==> src/sv/ssra_pkg.sv <==
// Shared types and constants for the shared segment reader arbiter.
package ssra_pkg;

    localparam int CLIENTS      = 8;
    localparam int SEGMENT_BITS = 16;
    localparam int CLIENT_W     = $clog2(CLIENTS);
    localparam int PTR_W        = $clog2(CLIENTS);
    localparam int CNT_W        = $clog2(CLIENTS + 1);
    localparam int READER_W     = 4;
    localparam int ENTRY_W      = CLIENT_W + SEGMENT_BITS;

    localparam logic [READER_W-1:0] READERS_MAX = '1;

    typedef enum logic [1:0] {
        S_IDLE,
        S_DOWN,
        S_FLUSH,
        S_UP
    } t_state;

    typedef enum logic {
        NK_ACK   = 1'b0,
        NK_GRANT = 1'b1
    } t_kind;

    typedef struct packed {
        logic [CLIENT_W-1:0]     client;
        logic [SEGMENT_BITS-1:0] segment;
    } t_entry;

    typedef struct packed {
        logic             we;
        logic [PTR_W-1:0] waddr;
        t_entry           wdata;
        logic             re;
        logic [PTR_W-1:0] raddr;
    } t_ram_req;

endpackage

==> src/sv/ssra_stack_ram.sv <==
// Simple dual-port RAM with registered read data, holding the pending stack.
module ssra_stack_ram #(
    parameter int WIDTH = 8,
    parameter int DEPTH = 8,
    localparam int AW   = $clog2(DEPTH)
) (
    input  logic             i_clk,
    input  logic             i_we,
    input  logic [AW-1:0]    i_waddr,
    input  logic [WIDTH-1:0] i_wdata,
    input  logic             i_re,
    input  logic [AW-1:0]    i_raddr,
    output logic [WIDTH-1:0] o_rdata
);

    logic [WIDTH-1:0] r_mem [DEPTH];
    logic [WIDTH-1:0] r_rdata;

    always_ff @(posedge i_clk) begin
        if (i_we) begin
            r_mem[i_waddr] <= i_wdata;
        end
        if (i_re) begin
            r_rdata <= r_mem[i_raddr];
        end
    end

    assign o_rdata = r_rdata;

endmodule

==> src/sv/ssra_ctrl.sv <==
// Request handling, grant scan and stack compaction sequencer.
module ssra_ctrl (
    input  logic                                i_clk,
    input  logic                                i_rst_n,
    input  logic                                start,
    output logic                                busy,
    input  logic [ssra_pkg::CLIENT_W-1:0]       i_requesting_client,
    input  logic                                i_is_release,
    input  logic [ssra_pkg::SEGMENT_BITS-1:0]   i_wanted_segment,
    input  logic                                i_request_valid,
    output ssra_pkg::t_ram_req                  o_ram,
    input  ssra_pkg::t_entry                    i_rdata,
    output logic                                o_strobe,
    output logic [ssra_pkg::CLIENT_W-1:0]       o_notify_client,
    output logic                                o_notice_kind,
    output logic                                o_load_segment,
    output logic [ssra_pkg::SEGMENT_BITS-1:0]   o_buffer_segment,
    output logic                                o_bad_request,
    output logic                                o_last_notice
);
    import ssra_pkg::*;

    t_state                  r_state, n_state;
    logic [SEGMENT_BITS-1:0] r_loaded_seg, n_loaded_seg;
    logic                    r_loaded_valid, n_loaded_valid;
    logic [READER_W-1:0]     r_readers, n_readers;
    logic [CNT_W-1:0]        r_count, n_count;
    logic [PTR_W-1:0]        r_idx, n_idx;
    logic [CNT_W-1:0]        r_w, n_w;
    logic [SEGMENT_BITS-1:0] r_top, n_top;
    logic                    r_first, n_first;
    t_entry                  r_held, n_held;
    logic                    r_held_load, n_held_load;

    logic                    r_strobe, n_strobe;
    logic [CLIENT_W-1:0]     r_client, n_client;
    logic                    r_kind, n_kind;
    logic                    r_load, n_load;
    logic [SEGMENT_BITS-1:0] r_buffer, n_buffer;
    logic                    r_bad, n_bad;
    logic                    r_last, n_last;

    logic [SEGMENT_BITS-1:0] seg_eff;
    logic [READER_W-1:0]     readers_dec;
    logic [READER_W-1:0]     readers_inc;
    logic                    scan;
    logic                    match;
    logic                    do_load;
    logic                    bad;
    logic                    hit;
    logic [PTR_W-1:0]        idx_last;

    always_ff @(posedge i_clk) begin
        if (!i_rst_n) begin
            r_state        <= S_IDLE;
            r_loaded_seg   <= '0;
            r_loaded_valid <= 1'b0;
            r_readers      <= '0;
            r_count        <= '0;
            r_strobe       <= 1'b0;
        end else begin
            r_state        <= n_state;
            r_loaded_seg   <= n_loaded_seg;
            r_loaded_valid <= n_loaded_valid;
            r_readers      <= n_readers;
            r_count        <= n_count;
            r_strobe       <= n_strobe;
        end
    end

    always_ff @(posedge i_clk) begin
        r_idx       <= n_idx;
        r_w         <= n_w;
        r_top       <= n_top;
        r_first     <= n_first;
        r_held      <= n_held;
        r_held_load <= n_held_load;
        r_client    <= n_client;
        r_kind      <= n_kind;
        r_load      <= n_load;
        r_buffer    <= n_buffer;
        r_bad       <= n_bad;
        r_last      <= n_last;
    end

    always_comb begin
        n_state        = r_state;
        n_loaded_seg   = r_loaded_seg;
        n_loaded_valid = r_loaded_valid;
        n_readers      = r_readers;
        n_count        = r_count;
        n_idx          = r_idx;
        n_w            = r_w;
        n_top          = r_top;
        n_first        = r_first;
        n_held         = r_held;
        n_held_load    = r_held_load;

        n_strobe = 1'b0;
        n_client = r_client;
        n_kind   = r_kind;
        n_load   = r_load;
        n_buffer = r_buffer;
        n_bad    = r_bad;
        n_last   = r_last;

        o_ram = '0;

        seg_eff     = i_request_valid ? i_wanted_segment : '0;
        readers_dec = (r_readers != '0) ? r_readers - 1'b1 : '0;
        readers_inc = (r_readers == READERS_MAX) ? r_readers : r_readers + 1'b1;
        scan        = (readers_dec == '0) && (r_count != '0);
        match       = r_loaded_valid && (seg_eff == r_loaded_seg);
        do_load     = !match && (r_count == '0) && (r_readers == '0);
        bad         = !i_request_valid;
        hit         = r_first || (i_rdata.segment == r_top);
        idx_last    = PTR_W'(r_count - 1'b1);

        unique case (r_state)
            S_IDLE: begin
                if (start && i_is_release) begin
                    n_readers = readers_dec;
                    n_strobe  = 1'b1;
                    n_client  = i_requesting_client;
                    n_kind    = NK_ACK;
                    n_load    = 1'b0;
                    n_buffer  = r_loaded_seg;
                    n_bad     = 1'b0;
                    n_last    = !scan;
                    if (scan) begin
                        // fetch the top entry to open the grant scan
                        o_ram.re    = 1'b1;
                        o_ram.raddr = idx_last;
                        n_idx       = idx_last;
                        n_first     = 1'b1;
                        n_state     = S_DOWN;
                    end
                end else if (start) begin
                    if (match || do_load) begin
                        n_loaded_seg   = seg_eff;
                        n_loaded_valid = 1'b1;
                        n_readers      = readers_inc;
                        n_strobe       = 1'b1;
                        n_client       = i_requesting_client;
                        n_kind         = NK_GRANT;
                        n_load         = do_load;
                        n_buffer       = seg_eff;
                        n_bad          = bad;
                        n_last         = 1'b1;
                    end else begin
                        if (r_count < CNT_W'(CLIENTS)) begin
                            o_ram.we            = 1'b1;
                            o_ram.waddr         = r_count[PTR_W-1:0];
                            o_ram.wdata.client  = i_requesting_client;
                            o_ram.wdata.segment = seg_eff;
                            n_count             = r_count + 1'b1;
                        end else begin
                            // stack full: drop the beat
                            bad = 1'b1;
                        end
                        if (bad) begin
                            n_strobe = 1'b1;
                            n_client = i_requesting_client;
                            n_kind   = NK_ACK;
                            n_load   = 1'b0;
                            n_buffer = r_loaded_seg;
                            n_bad    = 1'b1;
                            n_last   = 1'b1;
                        end
                    end
                end
            end

            S_DOWN: begin
                n_first = 1'b0;
                if (r_first) begin
                    n_top          = i_rdata.segment;
                    n_loaded_seg   = i_rdata.segment;
                    n_loaded_valid = 1'b1;
                end
                if (hit) begin
                    n_readers = readers_inc;
                    // hold each grant until the next hit so the last one can be marked
                    if (!r_first) begin
                        n_strobe = 1'b1;
                        n_client = r_held.client;
                        n_kind   = NK_GRANT;
                        n_load   = r_held_load;
                        n_buffer = r_loaded_seg;
                        n_bad    = 1'b0;
                        n_last   = 1'b0;
                    end
                    n_held      = i_rdata;
                    n_held_load = r_first;
                end
                if (r_idx == '0) begin
                    n_state = S_FLUSH;
                end else begin
                    o_ram.re    = 1'b1;
                    o_ram.raddr = r_idx - 1'b1;
                    n_idx       = r_idx - 1'b1;
                end
            end

            S_FLUSH: begin
                n_strobe    = 1'b1;
                n_client    = r_held.client;
                n_kind      = NK_GRANT;
                n_load      = r_held_load;
                n_buffer    = r_loaded_seg;
                n_bad       = 1'b0;
                n_last      = 1'b1;
                o_ram.re    = 1'b1;
                o_ram.raddr = '0;
                n_idx       = '0;
                n_w         = '0;
                n_state     = S_UP;
            end

            S_UP: begin
                // compact survivors downwards, bottom first
                if (i_rdata.segment != r_top) begin
                    o_ram.we    = 1'b1;
                    o_ram.waddr = r_w[PTR_W-1:0];
                    o_ram.wdata = i_rdata;
                    n_w         = r_w + 1'b1;
                end
                if (r_idx == idx_last) begin
                    n_count = (i_rdata.segment != r_top) ? r_w + 1'b1 : r_w;
                    n_state = S_IDLE;
                end else begin
                    o_ram.re    = 1'b1;
                    o_ram.raddr = r_idx + 1'b1;
                    n_idx       = r_idx + 1'b1;
                end
            end

            default: begin
                n_state = S_IDLE;
            end
        endcase
    end

    assign busy             = (r_state != S_IDLE);
    assign o_strobe         = r_strobe;
    assign o_notify_client  = r_client;
    assign o_notice_kind    = r_kind;
    assign o_load_segment   = r_load;
    assign o_buffer_segment = r_buffer;
    assign o_bad_request    = r_bad;
    assign o_last_notice    = r_last;

endmodule

==> src/sv/shared_segment_reader_arbiter_top.sv <==
// Top level of the shared segment reader arbiter.
//
// Usage: a message beat is taken on a rising edge with start high and busy
// low; it carries the client, release/want flag, wanted segment and a valid
// flag. Each notice appears on the o_ ports for exactly one cycle with
// o_strobe high; o_last_notice marks the final notice of a beat. The receiver
// cannot stall, so every notice must be taken when it is shown.
// A want leaves busy low: its notice, if any, appears in the cycle after the
// beat, so wants may arrive back to back.
// A release is acknowledged in the cycle after the beat. When it frees the
// buffer with requests stacked, busy rises and the pending stack RAM is
// walked twice at one entry per cycle: top to bottom to issue grants (each
// held until the next hit, so the last can be marked), then bottom to top to
// close the gaps, before the next beat is taken.
// Reset is synchronous and active low: no segment loaded, no readers, empty
// stack. The stack RAM is not cleared; only entries below the fill count are
// ever read.
module shared_segment_reader_arbiter_top (
    input  logic                                i_clk,
    input  logic                                i_rst_n,
    input  logic                                start,
    output logic                                busy,
    input  logic [ssra_pkg::CLIENT_W-1:0]       i_requesting_client,
    input  logic                                i_is_release,
    input  logic [ssra_pkg::SEGMENT_BITS-1:0]   i_wanted_segment,
    input  logic                                i_request_valid,
    output logic                                o_strobe,
    output logic [ssra_pkg::CLIENT_W-1:0]       o_notify_client,
    output logic                                o_notice_kind,
    output logic                                o_load_segment,
    output logic [ssra_pkg::SEGMENT_BITS-1:0]   o_buffer_segment,
    output logic                                o_bad_request,
    output logic                                o_last_notice
);
    import ssra_pkg::*;

    t_ram_req           ram_req;
    logic [ENTRY_W-1:0] ram_rdata;

    ssra_ctrl u_ctrl (
        .i_clk               (i_clk),
        .i_rst_n             (i_rst_n),
        .start               (start),
        .busy                (busy),
        .i_requesting_client (i_requesting_client),
        .i_is_release        (i_is_release),
        .i_wanted_segment    (i_wanted_segment),
        .i_request_valid     (i_request_valid),
        .o_ram               (ram_req),
        .i_rdata             (ram_rdata),
        .o_strobe            (o_strobe),
        .o_notify_client     (o_notify_client),
        .o_notice_kind       (o_notice_kind),
        .o_load_segment      (o_load_segment),
        .o_buffer_segment    (o_buffer_segment),
        .o_bad_request       (o_bad_request),
        .o_last_notice       (o_last_notice)
    );

    ssra_stack_ram #(
        .WIDTH (ENTRY_W),
        .DEPTH (CLIENTS)
    ) u_stack_ram (
        .i_clk   (i_clk),
        .i_we    (ram_req.we),
        .i_waddr (ram_req.waddr),
        .i_wdata (ram_req.wdata),
        .i_re    (ram_req.re),
        .i_raddr (ram_req.raddr),
        .o_rdata (ram_rdata)
    );

`ifndef SYNTHESIS
    // a notice that is not the last of its beat only comes during a scan
    a_more_needs_busy: assert property (@(posedge i_clk) disable iff (!i_rst_n)
        o_strobe && !o_last_notice |-> busy)
        else $error("non-final notice outside a grant scan");

    // a segment load is only ever reported on a grant
    a_load_on_grant: assert property (@(posedge i_clk) disable iff (!i_rst_n)
        o_strobe && o_load_segment |-> o_notice_kind == NK_GRANT)
        else $error("segment load flagged on a non-grant notice");

    // a malformed want always yields one flagged notice
    a_bad_want_flagged: assert property (@(posedge i_clk) disable iff (!i_rst_n)
        start && !busy && !i_is_release && !i_request_valid
        |=> o_strobe && o_bad_request && o_last_notice)
        else $error("malformed want not flagged");

    // the stack RAM is never written while an entry is being fetched below it
    a_compact_order: assert property (@(posedge i_clk) disable iff (!i_rst_n)
        ram_req.we && ram_req.re && busy |-> ram_req.waddr <= ram_req.raddr)
        else $error("compaction write overtook the read pointer");
`endif

endmodule

==> config.mk <==
export PLATFORM = sky130hd
export DESIGN_NAME = shared_segment_reader_arbiter_top
export DESIGN_NICKNAME = d
export VERILOG_FILES = /design/src/sv/ssra_pkg.sv /design/src/sv/ssra_stack_ram.sv /design/src/sv/ssra_ctrl.sv /design/src/sv/shared_segment_reader_arbiter_top.sv
export SDC_FILE = /design/constraint.sdc
export NUM_CORES = 1
export LEC_CHECK = 0
export ABC_AREA = 1
export BUFFER_PORTS_ARGS = -buffer_cell sky130_fd_sc_hd__buf_2
export CELL_PAD_IN_SITES_DETAIL_PLACEMENT = 1
export CELL_PAD_IN_SITES_GLOBAL_PLACEMENT = 1
export CORE_MARGIN = 8
export CORE_UTILIZATION = 50
export DETAILED_ROUTE_END_ITERATION = 6
export PLACE_DENSITY = 0.91
export SLEW_MARGIN = 0
export SYNTH_ARGS = -nofsm -noshare
export SYNTH_HDL_FRONTEND = slang
export SYNTH_SLANG_ARGS = --single-unit
export TNS_END_PERCENT = 5
==> constraint.sdc <==
create_clock -name i_clk -period 6.5 [get_ports i_clk]
set_input_delay 1.3 -clock i_clk [delete_from_list [all_inputs] [get_ports i_clk]]
set_output_delay 1.3 -clock i_clk [all_outputs]
set_load 0.02 [all_outputs]
==> results of run 1 <==
==> flip-flops by register name, summed over array words and instances, names as in the netlist, 2 cells and up <==
| name | count |
|---|---|
| u_ctrl.r_count | 4 |
| u_stack_ram.o_rdata | 19 |
| u_ctrl.r_top | 16 |
| u_ctrl.r_idx | 3 |
| u_ctrl.r_loaded_seg | 16 |
| u_ctrl.o_notify_client | 3 |
| u_ctrl.r_readers | 4 |
| u_ctrl.r_state | 2 |
| u_ctrl.r_held | 3 |
| u_ctrl.o_buffer_segment | 16 |
| u_ctrl.r_w | 4 |
| u_stack_ram.r_mem | 152 |
==> cell usage in the layout, fill, tap and decap left out, types with 3 or more instances in the layout <==
master,Yosys,routed
a21oi_1,33,33
a31oi_1,10,10
buf_2,27,48
buf_4,9,11
bufinv_16,0,3
clkbuf_1,20,7
clkbuf_16,0,29
clkinv_1,0,6
clkinv_2,1,4
dfxtp_1,28,28
edfxtp_1,222,222
ha_1,16,16
inv_1,75,75
inv_2,4,4
nand2_1,521,521
nand2_2,4,4
nand3_1,108,107
nand4_1,3,3
nor2_1,71,63
nor2_2,0,8
nor3_1,5,5
o21ai_0,64,63
o22ai_1,7,7
or2_2,4,4
xor2_1,22,22
==> final cells by class <==
type,instances,area share (%)
tap,319,3.04
sequential,250,55.0
multi-input combinational,881,30.3
clock buffer,36,5.72
timing repair buffer,59,2.46
inverter,80,2.29
clock inverter,16,1.22
==> routing by layer <==
metal	share of wire, %	wire [um]	GRT usage [%]	vias to the layer above
li1	-	-	-	4268
met1	41	14200	31.2	4670
met2	49	17100	41.6	425
met3	7.0	2450	3.68	93
met4	3.2	1120	9.12	2
met5	0.037	13	0	-
==> cell families after synthesis <==
family                   Yosys count  share of synthesized area (%)
adder cells (fa/ha/maj)           16                           1.70
flip-flops                       250                           61.3
XOR/XNOR                          24                           1.78
AND/OR/NAND/NOR                  721                           24.7
AO/OA/AOI/OAI                    120                           5.42
buffers and inverters            139                           5.08
==> power by group <==
group	switching, mW	internal [mW]
clock	0.645	0.935
combinational	1.78	0.614
sequential	0.194	2.24
total	2.62	3.79
==> worst paths after layout <==
check	from	end	slack, ns	depth (start not counted)
max	u_ctrl.r_count[0]	u_stack_ram.o_rdata[1]	1.99	19
min	u_stack_ram.o_rdata[18]	u_ctrl.r_held[18]	0.46	0
max reg2reg	u_ctrl.r_count[0]	u_stack_ram.o_rdata[1]	1.99	19
min reg2reg	u_stack_ram.o_rdata[18]	u_ctrl.r_held[18]	0.46	0
==> worst reg2reg max path: stages (launching register included) <==
cell and delay, ns:
dfxtp_1 0.52, inv_1 0.19, ha_1 0.25, inv_1 0.05
nand2_1 0.05, nand2_1 0.15, nor2_1 0.06, nand3b_1 0.23
nand2_1 0.10, nand2_1 0.10, nand2_2 0.07, buf_4 0.68
nand2_2 0.68, buf_4 0.54, nand2_1 0.13, nand2_1 0.06
nand2_1 0.06, nand2_1 0.10, nand2_1 0.10, nand2_1 0.12
==> through the flow <==
step	util [%]	cell area [um^2]	hold WS, ns	worst slack, ns	std cells
floorplan	-	11800	0.426	2.81	1270
detailed placement	52.4	12200	0.439	1.67	1589
CTS	56.3	13100	0.462	2.06	1641
global route	56.3	13100	0.475	1.75	1641
global placement	52.4	12200	0.432	1.89	1589
finish	56.3	13100	0.463	1.99	1641
==> results.json, run 1 <==
{
  "drv_cap": 0,
  "synth_flop_cell": "edfxtp_1",
  "via_count": 9458,
  "synth_edf_count": 222,
  "post_cts_buffers": 0,
  "grt_max_degree": 78,
  "nets": 1340,
  "synthTopCellsByArea": "edfxtp_1 57%, nand2_1 17%, dfxtp_1 4.8%",
  "hp-class": "register to register",
  "yosys-top-cells-count": "521 x nand2_1, 222 x edfxtp_1, 108 x nand3_1, 75 x inv_1, 71 x nor2_1",
  "core_area_mm2": 0.0233,
  "antenna_found_initial": 1,
  "numCtsBuffers": 28,
  "die_w_um": 170,
  "path_delay_family": "simple AND/OR/NAND/NOR gates",
  "grt_pass1_wl_mm": 55.5,
  "synthDistinctLibCells": 34,
  "relSlewSlack_pct": 9.71,
  "critPathLaunchType": "register",
  "powerDensity_mw_per_mm2": 487,
  "min_period_ns": 4.51,
  "yosysTopAreaCellShare_pct": 56.6,
  "ant_nets": 0,
  "avgSynthCellArea_um2": 9.28,
  "drt_iter0_drc": 903,
  "hold_buffers": 0,
  "cts.sinks": 250,
  "fin_tns_setup_ns": 0,
  "drive_gt1_share_pct": 9.38,
  "status": "finished, final reports clean",
  "synthArstFlopShare_pct": 0,
  "slowest_delay_ns": 0.68,
  "portBuffers": 48,
  "synth.largest_area_cell": "edfxtp_1",
  "netlist_instances": 1270,
  "grt_usage_pct": 24.5,
  "path_common_cell": "nand2_1",
  "start_util_pct": 50.5,
  "cts_buffer_depth": 3,
  "timing.fmax_mhz": 222,
  "syn_area_mm2": 0.0118,
  "cts.clk_slew.worst_paths_ns": 0.06,
  "finalCritPeriodShare_pct": 69.4,
  "die_area_mm2": 0.0287,
  "ys_seq_area_share_pct": 61.3,
  "end_kind": "register",
  "wl_per_cell_um": 21.2,
  "place_congestion": 0.835,
  "io_pins": 49,
  "cts_tree": "done",
  "p_total_mw": 6.41,
  "fp-row-count": 56,
  "crit_type": "register to register",
  "ir_drop_mv": 0.212,
  "hold_violations": 0,
  "synth-warning-count": 0,
  "cts-root-buf": "clkbuf_16",
  "via_per_inst": 5.76,
  "final_max_slew_viol_count": 0,
  "dp_hpwl_mm": 21.6,
  "rsz0062_at_grt": "no",
  "area_growth_pct": 11.6,
  "h-tree-depth": 1,
  "drc": 0,
  "arrival_ns": 4.79,
  "regArea_mm2": 0.00723,
  "power.leakage_nw": 5.44,
  "grt_pass1_vias": 9894,
  "syn-num-nets": 1310,
  "path_max_fanout": 77,
  "finClkSkew_ns": 0.0129,
  "finalSetupViolCount": 0,
  "dr.pass1.iters": 5,
  "nFillCells": 2636,
  "synthMostInstantiatedCell": "nand2_1",
  "overflow": 0,
  "dieHeight_um": 170,
  "ys_ff_latch": 250,
  "crit_chain": "inv_1, ha_1, inv_1, nand2_1, nand2_1, nor2_1, nand3b_1, nand2_1, nand2_1, nand2_2, buf_4, nand2_2, buf_4, nand2_1, nand2_1, nand2_1, nand2_1, nand2_1, nand2_1",
  "slowest_stage": "buf_4",
  "clock_latency_ns": 0.54,
  "multi_input_area_mm2": 0.00398,
  "post_cts_resized": 0,
  "crit_required_ns": 6.77,
  "wirelength_mm": 34.9,
  "cp_num_buf_inv": 4,
  "n_antenna_cell": 0,
  "tightest_slew_ns": 1.34
}
(Power assumes the default switching activity.)
==> run 2: changes to the inputs <==
ABC_AREA = 0   (was 1)
CORE_UTILIZATION = 46   (was 50)
PLACE_DENSITY = 0.85   (was 0.91)
clock period = 4 ns   (was 6.5 ns; I/O delays follow)
==> results.json, run 2 <==
{
  "cts_tree": "done",
  "dr.pass1.iters": 5,
  "end_kind": "register",
  "drv_cap": 0,
  "drive_gt1_share_pct": 14.4,
  "cts-root-buf": "clkbuf_16",
  "dieHeight_um": 173,
  "hold_buffers": 0,
  "synthMostInstantiatedCell": "edfxtp_1",
  "cts.sinks": 250,
  "dp_hpwl_mm": 20.3,
  "antenna_found_initial": 0,
  "grt_pass1_vias": 8123,
  "syn_area_mm2": 0.0114,
  "place_congestion": 0.849,
  "grt_max_degree": 77,
  "placed_cell_area_mm2": 0.0121,
  "hold_violations": 0,
  "area_growth_pct": 14.5,
  "core_area_mm2": 0.0243,
  "avgSynthCellArea_um2": 12.1,
  "start_util_pct": 46.8,
  "p_total_mw": 9.21,
  "ir_drop_mv": 0.431,
  "min_period_ns": 3.61,
  "cts.clk_slew.worst_paths_ns": 0.06,
  "largest_register": "u_stack_ram.r_mem",
  "via_per_inst": 5.86,
  "status": "finished, final reports clean",
  "synth.largest_area_cell": "edfxtp_1",
  "utilization_pct": 53.6,
  "ant_nets": 0,
  "hp-class": "register to register",
  "crit_type": "register to register",
  "overflow": 0,
  "relSlewSlack_pct": 28.9,
  "ys_seq_area_share_pct": 63.5,
  "ys_ff_latch": 250,
  "critPathLaunchType": "register",
  "netlist_instances": 937,
  "path_common_cell": "nand2_1",
  "io_pins": 49,
  "finClkSkew_ns": 0.0341,
  "nets": 1035,
  "powerDensity_mw_per_mm2": 707,
  "n_antenna_cell": 0,
  "wl_per_cell_um": 22.5,
  "grt_usage_pct": 19.4,
  "synth-warning-count": 0,
  "layout_common_cells": "222 x edfxtp_1, 145 x nand2_1, 81 x nor2_1, 53 x nand3_1, 48 x buf_2",
  "clock_latency_ns": 0.54,
  "syn-num-nets": 977,
  "slowest_stage": "and4b_2",
  "die_area_mm2": 0.0300,
  "crit_required_ns": 4.16,
  "finalSetupViolCount": 0,
  "whs_ns": 0.481,
  "final_max_slew_viol_count": 0,
  "synth_flop_cell": "edfxtp_1",
  "yosys-top-cells-count": "222 x edfxtp_1, 145 x nand2_1, 82 x nor2_1, 53 x nand3_1, 42 x mux2i_1",
  "timing.fmax_mhz": 277,
  "power.leakage_nw": 4.61,
  "drt_iter0_drc": 785,
  "yosysTopAreaCellShare_pct": 58.6,
  "slowest_delay_ns": 0.70,
  "final_common_cell": "edfxtp_1",
  "cts_buffer_depth": 3,
  "h-tree-depth": 1,
  "finalCritPeriodShare_pct": 90.2,
  "fp-row-count": 57,
  "wirelength_mm": 30.1,
  "synthDistinctLibCells": 67,
  "largest_reg_flops": 152,
  "path_max_fanout": 19,
  "synth_edf_count": 222,
  "nFillCells": 2480,
  "grt_pass1_wl_mm": 46.9,
  "via_count": 7851,
  "drc": 0,
  "arrival_ns": 3.77,
  "portBuffers": 48,
  "crit_chain": "inv_1, ha_1, nand2_1, nor2_1, nor4_1, nand2_1, o21ai_0, and4b_2",
  "synthArstFlopShare_pct": 0,
  "fin_area_mm2": 0.0130,
  "synthTopCellsByArea": "edfxtp_1 59%, dfxtp_1 4.9%, nand2_1 4.8%",
  "numCtsBuffers": 26,
  "rsz0062_at_grt": "no",
  "tightest_slew_ns": 1.07,
  "die_w_um": 173
}
## run 2: cell types whose count changed after synthesis, sizes merged, moves of 22 or more
cell	change
a32oi	+32
xnor2	+22
o21ai	-51
nand3	-56
nand2	-379
inv	-46
mux2i	+42
## run 2: layer usage
layer  up-vias  track usage [%]  share of wire (%)  routed length [um]
met3        51             3.40                5.0                1510
li1       3589                -                  -                   -
met4         0             5.21                2.1                 620
met2       236             32.7                 49               14800
met1      3975             25.4                 44               13200
met5         -                0                  0                   0
## run 2: cell type report
type                            instances  area (um^2)  area share [%]
Clock buffer                           32          673            5.17
Clock inverter                         16          236            1.82
Inverter                               35          131            1.01
Multi-Input combinational cell        602         3850            29.5
Sequential cell                       250         7230            55.5
Tap cell                              324          405            3.11
Timing Repair Buffer                   80          505            3.88
## run 2: power by group
part,switching (mW),leakage [nW],internal (mW)
Clock,1.01,0.445,1.58
Sequential,0.276,2.30,3.47
Combinational,1.87,1.87,0.997
## run 2: critical path: cells and delay by family (launching register included)
kind,cells,cell delay [ns]
flip-flops,1,0.50
AND/OR/NAND/NOR,5,1.70
AO/OA/AOI/OAI,1,0.56
adder cells (fa/ha/maj),1,0.28
buffers and inverters,1,0.20
## run 2: timing repair
action                                  CTS  global route
resized for setup                         0             2
endpoints found under the setup margin    0            24
buffers inserted                          0             0
## run 2: metrics by stage
stage	instances	setup slack, ns	TNS [ns]
4_1_cts	1339	0.187	0
2_1_floorplan	937	-0.241	-8.12
6_report	1339	0.393	0
5_1_grt	1339	0.207	0
3_5_place_dp	1291	0.0913	0
3_3_place_gp	1291	0.234	0
## run 2: cell families (layout without fill, tap and decap cells)
| family | Yosys count | count (layout) | share of synthesized area, % |
|---|---|---|---|
| and+or+nand+nor | 353 | 353 | 14.4 |
| adders and majority gates | 16 | 16 | 1.76 |
| buffers and inverters | 85 | 163 | 3.23 |
| xor gates and xnor gates | 32 | 32 | 2.58 |
| AOI/OAI and AO/OA | 154 | 154 | 10.3 |
| muxes | 47 | 47 | 4.19 |
| DFF | 250 | 250 | 63.5 |
## run 2: worst paths after layout
kind                                         startpoint                  endpoint  slack, ns  cells past startpoint
worst min-delay path            u_stack_ram.o_rdata[16]         u_ctrl.r_held[16]       0.48                      0
worst min register to register  u_stack_ram.o_rdata[16]         u_ctrl.r_held[16]       0.48                      0
worst max-delay path                  u_ctrl.r_count[0]  u_stack_ram.r_mem[6][18]       0.39                      8
worst max register to register        u_ctrl.r_count[0]  u_stack_ram.r_mem[6][18]       0.39                      8
